**src/design/dip_pkg.sv**
```systemverilog
// shared types and constants for the decimal integer parser
// no dependencies; imported by dip_step and decimal_int_parser_core
`default_nettype none

package dip_pkg;

	// parse phase codes
	localparam logic [1:0] PH_START  = 2'd0;
	localparam logic [1:0] PH_SPACE  = 2'd1;
	localparam logic [1:0] PH_DIGITS = 2'd2;
	localparam logic [1:0] PH_DONE   = 2'd3;

	localparam logic [7:0] CH_MINUS = 8'h2D;
	localparam logic [7:0] CH_PLUS  = 8'h2B;
	localparam logic [7:0] CH_ZERO  = 8'h30;
	localparam logic [7:0] CH_NINE  = 8'h39;
	localparam logic [7:0] CH_SP    = 8'h20;
	localparam logic [7:0] CH_TAB   = 8'h09;
	localparam logic [7:0] CH_LF    = 8'h0A;
	localparam logic [7:0] CH_VT    = 8'h0B;
	localparam logic [7:0] CH_FF    = 8'h0C;
	localparam logic [7:0] CH_CR    = 8'h0D;

	localparam int          CONS_W   = 12;
	localparam logic [16:0] CONS_MAX = 17'd4095;

	typedef struct packed {
		logic [1:0]  phase;
		logic        negative;
		logic [31:0] magnitude;
		logic        failed;
	} parse_state_t;

	typedef struct packed {
		logic               ok;
		logic signed [31:0] value;
		logic [CONS_W-1:0]  consumed;
	} parse_result_t;

endpackage

`default_nettype wire

```
**src/design/decimal_int_parser_core.sv**
```systemverilog
// top level of the streaming decimal integer parser
// depends on dip_pkg and dip_step
`default_nettype none

// decimal_int_parser_core
// parses a signed 32-bit decimal integer from a character stream
// input channel s_*: one character per transfer, s_tlast on the final character
// of a string. accepted characters are: optional '-' or '+', whitespace only
// after a sign, then digits; parsing stops at the first non-digit and the rest
// of the string is ignored
// output channel m_*: exactly one transfer per string, made after its last
// character. m_tuser is ok; on error value and consumed are zero
// path: a character sits in the input register after its transfer; when it
// advances, the parse state and the result register update, and m_tvalid
// comes from the result register; a string end may wait in the input register
// throughput: one character per cycle unless a string end waits; the loops
// close through the parse state: shift-add by ten with range compare, and count
// stall: when m_tready is low the result register holds; characters that do
// not end a string keep flowing, a string end waits for the result register
// reset: arst_n clears the parse state, the count and both valid flags

module decimal_int_parser_core #(
	parameter int MAX_CHARS = 4095
) (
	input  logic        clk,
	input  logic        arst_n,
	input  logic        s_tvalid,
	output logic        s_tready,
	input  logic [7:0]  s_tdata,   // [7:0] character
	input  logic        s_tlast,   // last_char
	output logic        m_tvalid,
	input  logic        m_tready,
	output logic [47:0] m_tdata,   // [31:0] value, [43:32] consumed, [47:44] zero
	output logic        m_tuser    // ok
);
	import dip_pkg::*;

	localparam int POS_W = $clog2(MAX_CHARS + 1);

	// input register
	logic       valid_s1;
	logic [7:0] chr_s1;
	logic       last_s1;

	// parse state
	parse_state_t     st_q;
	logic [POS_W-1:0] pos_q;

	// result register
	logic          res_valid_q;
	parse_result_t res_q;

	parse_state_t     st_nxt;
	logic [POS_W-1:0] pos_nxt;
	parse_result_t    res_nxt;

	logic out_free;
	logic adv_s1;

	// a string end needs the result register, other characters always advance
	assign out_free = !res_valid_q || m_tready;
	assign adv_s1   = valid_s1 && (!last_s1 || out_free);
	assign s_tready = !valid_s1 || adv_s1;

	always_ff @(posedge clk or negedge arst_n) begin
		if (!arst_n) begin
			valid_s1 <= 1'b0;
		end else if (s_tready) begin
			valid_s1 <= s_tvalid;
		end
	end

	always_ff @(posedge clk) begin
		if (s_tready && s_tvalid) begin
			chr_s1  <= s_tdata;
			last_s1 <= s_tlast;
		end
	end

	dip_step #(
		.MAX_CHARS (MAX_CHARS),
		.POS_W     (POS_W)
	) u_step (
		.st      (st_q),
		.pos     (pos_q),
		.chr     (chr_s1),
		.nxt     (st_nxt),
		.nxt_pos (pos_nxt),
		.res     (res_nxt)
	);

	// parse state updates once per character, cleared after a string end
	always_ff @(posedge clk or negedge arst_n) begin
		if (!arst_n) begin
			st_q  <= '0;
			pos_q <= '0;
		end else if (adv_s1) begin
			if (last_s1) begin
				st_q  <= '0;
				pos_q <= '0;
			end else begin
				st_q  <= st_nxt;
				pos_q <= pos_nxt;
			end
		end
	end

	always_ff @(posedge clk or negedge arst_n) begin
		if (!arst_n) begin
			res_valid_q <= 1'b0;
		end else if (adv_s1 && last_s1) begin
			res_valid_q <= 1'b1;
		end else if (m_tready) begin
			res_valid_q <= 1'b0;
		end
	end

	always_ff @(posedge clk) begin
		if (adv_s1 && last_s1) begin
			res_q <= res_nxt;
		end
	end

	assign m_tvalid = res_valid_q;
	assign m_tuser  = res_q.ok;
	assign m_tdata  = {4'b0, res_q.consumed, res_q.value};

	// a string end that leaves the input register always produces a result
	assert property (@(posedge clk) disable iff (!arst_n)
		adv_s1 && last_s1 |=> m_tvalid)
		else $error("string end did not produce a result");

	// parse state is back at the start after a string end
	assert property (@(posedge clk) disable iff (!arst_n)
		adv_s1 && last_s1 |=> (st_q == '0) && (pos_q == '0))
		else $error("parse state not cleared after string end");

	// an error result carries zero payload
	assert property (@(posedge clk) disable iff (!arst_n)
		m_tvalid && !m_tuser |-> (m_tdata == '0))
		else $error("error result with nonzero payload");

	// an ok result has consumed at least one character
	assert property (@(posedge clk) disable iff (!arst_n)
		m_tvalid && m_tuser |-> (m_tdata[43:32] != '0))
		else $error("ok result with zero consumed count");

endmodule

`default_nettype wire

```
**src/design/dip_step.sv**
```systemverilog
// per-character next-state logic: sign, whitespace, digit accumulate with range check
// depends on dip_pkg
`default_nettype none

module dip_step #(
	parameter int MAX_CHARS = 4095,
	parameter int POS_W     = 12
) (
	input  dip_pkg::parse_state_t  st,
	input  logic [POS_W-1:0]       pos,
	input  logic [7:0]             chr,
	output dip_pkg::parse_state_t  nxt,
	output logic [POS_W-1:0]       nxt_pos,
	output dip_pkg::parse_result_t res
);
	import dip_pkg::*;

	logic        digit_hit;
	logic        ws_hit;
	logic        take;
	logic        cnt;
	logic [35:0] acc;
	logic [35:0] limit;
	logic [16:0] pos_ext;

	assign digit_hit = (chr >= CH_ZERO) && (chr <= CH_NINE);
	assign ws_hit = (chr == CH_SP) || (chr == CH_TAB) || (chr == CH_LF) ||
		(chr == CH_VT) || (chr == CH_FF) || (chr == CH_CR);

	// magnitude * 10 + digit as shift-add
	assign acc = ({4'b0, st.magnitude} << 3) + ({4'b0, st.magnitude} << 1) +
		{32'b0, chr[3:0]};
	assign limit = st.negative ? 36'h0_8000_0000 : 36'h0_7FFF_FFFF;

	always_comb begin
		nxt  = st;
		take = 1'b0;
		cnt  = 1'b0;
		if (!st.failed) begin
			unique case (st.phase)
				PH_START: begin
					priority if (chr == CH_MINUS) begin
						nxt.negative = 1'b1;
						nxt.phase    = PH_SPACE;
						cnt          = 1'b1;
					end else if (chr == CH_PLUS) begin
						nxt.phase = PH_SPACE;
						cnt       = 1'b1;
					end else if (digit_hit) begin
						nxt.phase = PH_DIGITS;
						take      = 1'b1;
					end else begin
						nxt.failed = 1'b1;
					end
				end
				PH_SPACE: begin
					priority if (ws_hit) begin
						cnt = 1'b1;
					end else if (digit_hit) begin
						nxt.phase = PH_DIGITS;
						take      = 1'b1;
					end else begin
						nxt.failed = 1'b1;
					end
				end
				PH_DIGITS: begin
					if (digit_hit) begin
						take = 1'b1;
					end else begin
						nxt.phase = PH_DONE;
					end
				end
				PH_DONE: begin
				end
				default: begin
				end
			endcase
		end
		if (take) begin
			if (acc > limit) begin
				nxt.failed = 1'b1;
			end else begin
				nxt.magnitude = acc[31:0];
				cnt           = 1'b1;
			end
		end
	end

	// saturating character count
	always_comb begin
		nxt_pos = pos;
		if (cnt && (pos < POS_W'(MAX_CHARS))) begin
			nxt_pos = pos + POS_W'(1);
		end
	end

	assign pos_ext = 17'(nxt_pos);

	always_comb begin
		res.ok = !nxt.failed && ((nxt.phase == PH_DIGITS) || (nxt.phase == PH_DONE));
		if (res.ok) begin
			res.value    = nxt.negative ? -$signed(nxt.magnitude) : $signed(nxt.magnitude);
			res.consumed = (pos_ext > CONS_MAX) ? CONS_MAX[CONS_W-1:0]
				: pos_ext[CONS_W-1:0];
		end else begin
			res.value    = '0;
			res.consumed = '0;
		end
	end

endmodule

`default_nettype wire
```
**config.mk**
```make
export PLATFORM = sky130hd
export DESIGN_NAME = decimal_int_parser_core
export DESIGN_NICKNAME = d
export VERILOG_FILES = /design/src/design/dip_pkg.sv /design/src/design/decimal_int_parser_core.sv /design/src/design/dip_step.sv
export SDC_FILE = /design/constraint.sdc
export NUM_CORES = 1
export LEC_CHECK = 0
export ABC_AREA = 1
export BUFFER_PORTS_ARGS = -buffer_cell sky130_fd_sc_hd__buf_2
export CAP_MARGIN = 20
export CORE_MARGIN = 4
export CORE_UTILIZATION = 62
export DETAILED_ROUTE_END_ITERATION = 8
export HOLD_SLACK_MARGIN = 0.02
export MAX_ROUTING_LAYER = met4
export PLACE_DENSITY = 0.82
export SLEW_MARGIN = 0
export SYNTH_ARGS = -nofsm -noshare
export SYNTH_HDL_FRONTEND = slang
export SYNTH_SLANG_ARGS = --single-unit
```
**constraint.sdc**
```tcl
create_clock -name clk -period 7.2 [get_ports clk]
set_clock_uncertainty 0.15 [all_clocks]
set_input_delay 1.44 -clock clk [delete_from_list [all_inputs] [get_ports clk]]
set_output_delay 1.44 -clock clk [all_outputs]
set_load 0.01 [all_outputs]
```
==> flow_metrics.py <==
metrics = {
    "run_status": {
        "status": "finished clean",
    },
    "sta": {
        "drv_slew": 0,
        "setup_viol": 0,
        "setup_slack_ps": 1259,
        "grt_setup_unrepaired": "no",
        "fmax_mhz": 168.3,
        "fin_crit_sh": 0.8251,
        "worstMarginPinSlew_ps": 1062,
        "min_period_ps": 5941,
        "finalSetupTns_ps": 0,
        "finalHoldViolations": 0,
        "timing.slew.headroom": 0.2920,
    },
    "clock_tree": {
        "root_buffer": "clkbuf_16",
        "cts_hold_buf": 0,
        "cts-resized-gates": 0,
        "cts_htree_levels": 3,
        "cts-buffers-inserted": 9,
        "cts_tree": "yes",
        "clk_latency_ps": 340,
        "cts.sinks": 104,
        "clockBufferDepth": 2,
        "cts_setup_buffers": 0,
        "cts.clk_slew.worst_paths_ps": 70,
    },
    "pwr": {
        "sw_frac_of_total": 0.3045,
        "p_switching_mw": 0.4686,
        "clockPowerShare": 0.341,
        "pwr-share-comb": 0.216,
        "leakage_nw": 5.444,
        "intPower_mw": 1.071,
        "power_density_mw_per_mm2": 156.1,
        "ir_drop_uv": 127.2,
        "p_seq_frac": 0.443,
    },
    "floorplanning": {
        "fp-row-count": 44,
        "die_area_mm2": 0.01673,
        "core-area_mm2": 0.01448,
        "start_util": 0.6303,
        "die_h_um": 129.3,
        "io_pins": 64,
        "die_w_um": 129.3,
    },
    "global_routing": {
        "overflow": 0,
        "grt.met2_usage": 0.4677,
        "grt_usage": 0.2841,
        "grt_pass1_vias": 7947,
        "grt-busiest-layer": "met2",
        "grt_max_degree": 51,
        "met3_usage": 0.03545,
        "met1_usage": 0.3613,
        "antenna_found_initial": 0,
        "grt_pass1_wl_um": 37270,
    },
    "setup_path": {
        "start_kind": "register",
        "cp.required_ps": 7150,
        "crit_arrival_ps": 5890,
        "end_kind": "register",
        "slowest_delay_ps": 570,
        "path_class": "register to register",
        "cp_common_cell": "nand2_1",
        "slowest_stage": "fa_1",
        "critPathMaxFanout": 37,
    },
    "min_path": {
        "hold_class": "register to register",
    },
    "final_layout": {
        "final_cell_mix": "nand2_1 (364), inv_1 (161), nor2_1 (113), ha_1 (97), a21oi_1 (63)",
        "layout.cells.non_filler": 1490,
        "antenna_cells": 0,
        "nets": 1413,
        "register_area_mm2": 0.002873,
        "drive_gt1_frac": 0.1172,
        "final_common_cell": "nand2_1",
        "synthToLayoutAreaGrowth_pct": 8.048,
        "multi_input_area_mm2": 0.005411,
        "num-fill-cells": 1241,
    },
    "logic_synthesis": {
        "ys.flop_type": "edfxtp_1",
        "yosysTopAreaCell": "edfxtp_1",
        "yosysWarnings": 0,
        "synth_enable_flop_cells": 54,
        "ys_types": 53,
        "synthTopCellsByArea": "edfxtp_1 (18%), nand2_1 (15%), dfrtp_1 (14%)",
        "async_flop_share": 0.4808,
        "netlist_area_mm2": 0.009126,
        "yosysTopAreaCellShare": 0.1777,
        "syn_area_per_cell_um2": 7.266,
        "yosysSeqAreaShare": 0.3148,
        "postSynthCellCount": 1256,
        "ys_ff_latch": 104,
    },
    "drt": {
        "via_count": 8356,
        "routed_wl_um": 22540,
        "via_per_inst": 5.608,
        "detail-route-antenna-nets": 0,
        "wire_per_inst_um": 15.13,
        "drc": 0,
        "first_pass_iters": 5,
        "drt-initial-drc-count": 722,
    },
    "flow_run": {
        "drv_cap": 0,
    },
    "placement": {
        "place.gp.congestion": 0.9686,
        "hpwl_um": 17340,
        "dp_worst_setup_slack_ps": 1346,
        "port_buffers": 59,
        "place_inst": 1473,
    },
}
-- cell families (layout without fill, tap and decap cells) --
family	count (synthesis)	after routing	share of synthesized area
and+or+nand+nor	632	632	0.3045
buffers and inverters	208	255	0.09569
AOI/OAI and AO/OA	175	175	0.1117
DFF	104	104	0.3148
adders and majority gates	99	99	0.1374
xor gates and xnor gates	37	37	0.03551
other	1	4	0.0004109
-- layer usage --
layer / wire, um / vias to the layer above
met2: 10710 / 276
li1: - / 4243
met1: 9950 / 3778
met5: 0 / -
met4: 782 / 0
met3: 1093 / 59
-- final timing paths --
path | end | depth (start not counted) | slack (ps) | startpoint
worst max-delay path | m_tdata[28]$_SDFFCE_PN0P_ | 32 | 1260 | chr_s1[3]$_DFFE_PP_
worst min-delay path | pos_q[9]$_DFFE_PN0P_ | 2 | 400 | pos_q[9]$_DFFE_PN0P_
worst max register to register | m_tdata[28]$_SDFFCE_PN0P_ | 32 | 1260 | chr_s1[3]$_DFFE_PP_
worst min register to register | pos_q[9]$_DFFE_PN0P_ | 2 | 400 | pos_q[9]$_DFFE_PN0P_
max in group asynchronous | st_q[26]$_DFFE_PN0P_ | 2 | 5370 | arst_n
min in group asynchronous | valid_s1$_DFFE_PN0N_ | 2 | 1070 | arst_n
-- flip-flops by register name (all words and copies together), names as in the netlist --
signal	flops
m_tdata	44
m_tvalid	1
last_s1	1
m_tuser	1
chr_s1	8
valid_s1	1
pos_q	12
st_q	36
-- power by group through the flow --
stage / Clock (mW) / Sequential [mW] / Combinational, mW
floorplan: 0 / 0.691 / 0.243
global placement: 0 / 0.693 / 0.320
detailed placement: 0 / 0.694 / 0.328
CTS: 0.525 / 0.682 / 0.331
global route: 0.552 / 0.684 / 0.377
finish: 0.524 / 0.682 / 0.333
-- cells in the mapped netlist (4+ instances only) --
| master | n |
|---|---|
| xor2_1 | 29 |
| dfrtp_1 | 50 |
| buf_4 | 6 |
| nand2_2 | 21 |
| o21ai_2 | 5 |
| o22ai_1 | 38 |
| nand2_1 | 364 |
| nor2_2 | 5 |
| nor2_1 | 114 |
| o21ai_1 | 5 |
| nand4_1 | 48 |
| nand3_1 | 33 |
| clkbuf_1 | 12 |
| ha_1 | 97 |
| nand3_2 | 5 |
| o21ai_0 | 38 |
| edfxtp_1 | 54 |
| nor3_1 | 20 |
| buf_2 | 13 |
| o21bai_1 | 6 |
| inv_1 | 162 |
| or2_2 | 4 |
| xnor2_1 | 8 |
| a21oi_1 | 64 |
| inv_2 | 8 |
| buf_6 | 5 |
-- final cells by class --
cell class	instances	share of cell area
clock inverters	6	0.009390
repair buffers	68	0.03883
well taps	184	0.02335
clock buffers	10	0.02322
flip-flops and latches	104	0.2913
inverters	171	0.06509
multi-input cells	947	0.5488
-- critical path, delay by kind of cell, from the launching register on --
kind | cells | cell delay, ps
AND/OR/NAND/NOR | 22 | 2480
buffers and inverters | 2 | 440
AO/OA/AOI/OAI | 4 | 710
adder cells (fa/ha/maj) | 4 | 1380
flip-flops | 1 | 500
-- per-stage QoR --
stage               cell area (um^2)  power (mW)  hold slack (ps)  utilization
finish                          9861       1.539            402.1       0.6810
global route                    9861       1.613            443.1       0.6810
CTS                             9833       1.537            402.2       0.6791
detailed placement              9512       1.022            384.3       0.6569
global placement                9512       1.012            362.6       0.6569
floorplan                       9138      0.9337            349.5            -
(Power assumes the default switching activity.)
